**src/rtl/lzw_fifo.sv**
```systemverilog
// Two-entry queue that decouples the producer and consumer of items.
module lzw_fifo #(
    parameter int WIDTH = 8
) (
    input  logic             i_clk,
    input  logic             i_rst_n,
    input  logic             i_push,
    input  logic [WIDTH-1:0] i_data,
    output logic             o_full,
    input  logic             i_pop,
    output logic             o_empty,
    output logic [WIDTH-1:0] o_data
);
    logic [WIDTH-1:0] r_mem [2];
    logic             r_wp;
    logic             r_rp;
    logic [1:0]       r_cnt;
    logic             w_push;
    logic             w_pop;

    assign o_full  = (r_cnt == 2'd2);
    assign o_empty = (r_cnt == 2'd0);
    assign o_data  = r_mem[r_rp];
    assign w_push  = i_push && !o_full;
    assign w_pop   = i_pop && !o_empty;

    // Store pushed items
    always_ff @(posedge i_clk) begin
        if (w_push) begin
            r_mem[r_wp] <= i_data;
        end
    end

    // Advance pointers and count
    always_ff @(posedge i_clk) begin
        if (!i_rst_n) begin
            r_wp  <= 1'b0;
            r_rp  <= 1'b0;
            r_cnt <= 2'd0;
        end else begin
            if (w_push) begin
                r_wp <= ~r_wp;
            end
            if (w_pop) begin
                r_rp <= ~r_rp;
            end
            case ({w_push, w_pop})
                2'b10:   r_cnt <= r_cnt + 2'd1;
                2'b01:   r_cnt <= r_cnt - 2'd1;
                default: r_cnt <= r_cnt;
            endcase
        end
    end
endmodule

```
**config.mk**
```make
export PLATFORM = sky130hd
export DESIGN_NAME = lzw_fifo
export DESIGN_NICKNAME = d
export VERILOG_FILES = /design/src/rtl/lzw_fifo.sv
export SDC_FILE = /design/constraint.sdc
export NUM_CORES = 1
export LEC_CHECK = 0
export BUFFER_PORTS_ARGS = -buffer_cell sky130_fd_sc_hd__buf_2
export CAP_MARGIN = 30
export CORE_MARGIN = 5
export CORE_UTILIZATION = 43
export CTS_CLUSTER_DIAMETER = 40
export DETAILED_ROUTE_END_ITERATION = 8
export PLACE_DENSITY = 0.7
export SLEW_MARGIN = 20
export SYNTH_ARGS = -nofsm -noshare
export SYNTH_HDL_FRONTEND = slang
export SYNTH_SLANG_ARGS = --single-unit
```
**constraint.sdc**
```tcl
create_clock -name i_clk -period 1.5 [get_ports i_clk]
set_clock_uncertainty 0.05 [all_clocks]
set_input_delay 0.075 -clock i_clk [delete_from_list [all_inputs] [get_ports i_clk]]
set_output_delay 0.075 -clock i_clk [all_outputs]
set_load 0.02 [all_outputs]
```
==> impl_metrics.env <==
export IMPL_cts_buffers=3
export IMPL_clock_latency_ns=0.29
export IMPL_antenna_found_initial=0
export IMPL_grtUsageTotal=0.118
export IMPL_finalSetupTns_ns=0
export IMPL_postRouteAntennaNets=0
export IMPL_finalHoldViolCount=0
export IMPL_drc=0
export IMPL_place_inst=100
export IMPL_place_gp_congestion=0.670
export IMPL_clockRootBuffer="clkbuf_4"
export IMPL_num_nets_final=101
export IMPL_grt_pass1_vias=537
export IMPL_endpoint_kind="register"
export IMPL_boundaryPins=22
export IMPL_wl_per_cell_um=12.7
export IMPL_cellPowerDensity_mw_per_mm2=1640
export IMPL_synth_cells=52
export IMPL_fin_crit_sh=0.963
export IMPL_min_path_type="in -> reg"
export IMPL_via_count=507
export IMPL_place_ws_ns=-0.00239
export IMPL_slew_headroom=0.742
export IMPL_grt_max_degree=12
export IMPL_ys_ff_latch=21
export IMPL_die_x_um=53.2
export IMPL_critPathLaunchType="register"
export IMPL_num_antenna_cells=0
export IMPL_routed_via_density=4.53
export IMPL_syn_area_per_cell_um2=15.4
export IMPL_drt_initial_drc_count=12
export IMPL_outcome="finished clean"
export IMPL_port_buffer_count=21
export IMPL_seq_area_frac_synth=0.724
export IMPL_core_mm2=0.00175
export IMPL_cts_buffer_depth=2
export IMPL_crit_type="reg -> reg"
export IMPL_reg2regPathDepth=5
export IMPL_clkSinkCount=21
export IMPL_htree_levels=1
export IMPL_yosysUniqueCellTypes=17
export IMPL_rsz0062_at_grt="false"
export IMPL_synthToLayoutAreaGrowth_pct=36.8
export IMPL_setup_ws_ns=0.0552
export IMPL_grt_pass1_wl_um=2280
export IMPL_die_y_um=53.2
export IMPL_drtPass1Iterations=4
export IMPL_drv_cap=0
export IMPL_clkSlewWorstSetupHoldPaths_ns=0.11
export IMPL_syn_nets=65
export IMPL_ir_drop_v=0.00103
export IMPL_period_minus_slack_ns=1.44
export IMPL_synth_area_um2=802
export IMPL_initial_utilization=0.459
export IMPL_fmax_ghz=0.692
export IMPL_grt_ovfl_total=0
export IMPL_crit_fanout=3
export IMPL_instances_no_fill=112
export IMPL_final_core_util=0.629
export IMPL_ys_warn_count=0
export IMPL_slew_violations=0
export IMPL_drt_wl_total_um=1430
export IMPL_cp_arrival_ns=1.62
export IMPL_required_ns=1.68
export IMPL_die_area_mm2=0.00283
export IMPL_drive_gt1_frac=0.494
export IMPL_tritoncts="done"
export IMPL_setup_viol=0
export IMPL_holdPathStages=3
export IMPL_p_leak_nw=0.443
export IMPL_tightest_slew_ns=0.386
export IMPL_rows=15
export IMPL_hpwl_um=1010
-- kinds of logic after synthesis --
kind of cell               Yosys count  share of synthesized area
buffers and inverters                5                     0.0234
adders and majority gates            1                     0.0156
muxes                                8                      0.112
AOI/OAI and AO/OA                    5                     0.0343
xor gates and xnor gates             3                     0.0328
and+or+nand+nor                      9                     0.0577
DFF                                 21                      0.724
-- report_power, final --
group	internal, mW	total (mW)	switching [mW]
sequential	0.761	0.846	0.0846
clock	0.103	0.260	0.157
combinational	0.343	0.699	0.356
-- worst max-delay path, cell delays in order, from the launching register on --
cell and delay, ns:
dfxtp_2 0.37, nand2b_4 0.14, nand2_2 0.07, ha_4 0.24, or3_1 0.37, a21oi_1 0.14
-- final timing paths --
| path | from | to | slack, ns |
|---|---|---|---|
| setup / recovery | r_cnt[0] | r_cnt[1] | 0.06 |
| hold / removal | i_rst_n | r_rp | 0.02 |
| setup reg to reg | r_cnt[0] | r_cnt[1] | 0.06 |
| hold reg to reg | r_wp | r_wp | 0.45 |
-- registers in the layout, summed over array words and instances, names as in the netlist, named ones only --
name,cells
r_cnt,2
r_wp,1
r_rp,1
r_mem,16
-- final cells by class --
cell class	instances	area (um^2)
inverter	4	15.0
sequential	21	587
multi-input combinational	26	230
timing repair buffer	32	208
fill	153	648
clock buffer	4	26.3
tap	25	31.3
-- per-stage QoR --
step / cell area (um^2) / hold WS [ns] / power (mW)
after floorplan: 802 / 0.124 / 1.26
after global placement: 957 / 0.214 / 1.46
after detailed placement: 957 / 0.218 / 1.47
after CTS: 1070 / 0.00814 / 1.77
after global routing: 1100 / 0.0134 / 1.94
final: 1100 / 0.0164 / 1.80
-- layout by cell type, fill, tap and decap left out, drive strengths merged --
cell and instances:
or3 2, nor2 4, clkbuf 4, mux2 8, o21ai 2, xor2 1, edfxtp 16, o21a 1
dlygate4sd3 8, buf 24, nand2b 1, and3 1, a21oi 2, inv 4, xnor2 2, nand2 1
ha 1, dfxtp 5
-- metal layers --
metal	GRT usage	vias to the layer above	routed length, um
li1	-	254	-
met1	0.133	229	591
met2	0.205	20	704
met3	0.0282	4	92
met4	0.0638	0	37
met5	0	-	0
-- synth_stat cells, drive strengths merged --
cell type | instances | area share
inv | 4 | 0.019
dfxtp | 5 | 0.12
or3 | 2 | 0.016
nor2 | 4 | 0.019
mux2 | 8 | 0.11
nand2b | 1 | 0.011
nand2 | 1 | 0.0047
ha | 1 | 0.016
clkbuf | 1 | 0.0047
xnor2 | 2 | 0.022
o21ai | 2 | 0.012
a21oi | 2 | 0.012
and3 | 1 | 0.0078
edfxtp | 16 | 0.60
o21a | 1 | 0.0094
xor2 | 1 | 0.011
-- what timing repair did --
action	in CTS	in global routing
resized for setup	4	4
endpoints found under the hold margin	16	0
hold buffers	8	0
buffers inserted	0	0
pin swaps	1	0
endpoints found under the setup margin	9	1
(Power assumes the default switching activity.)
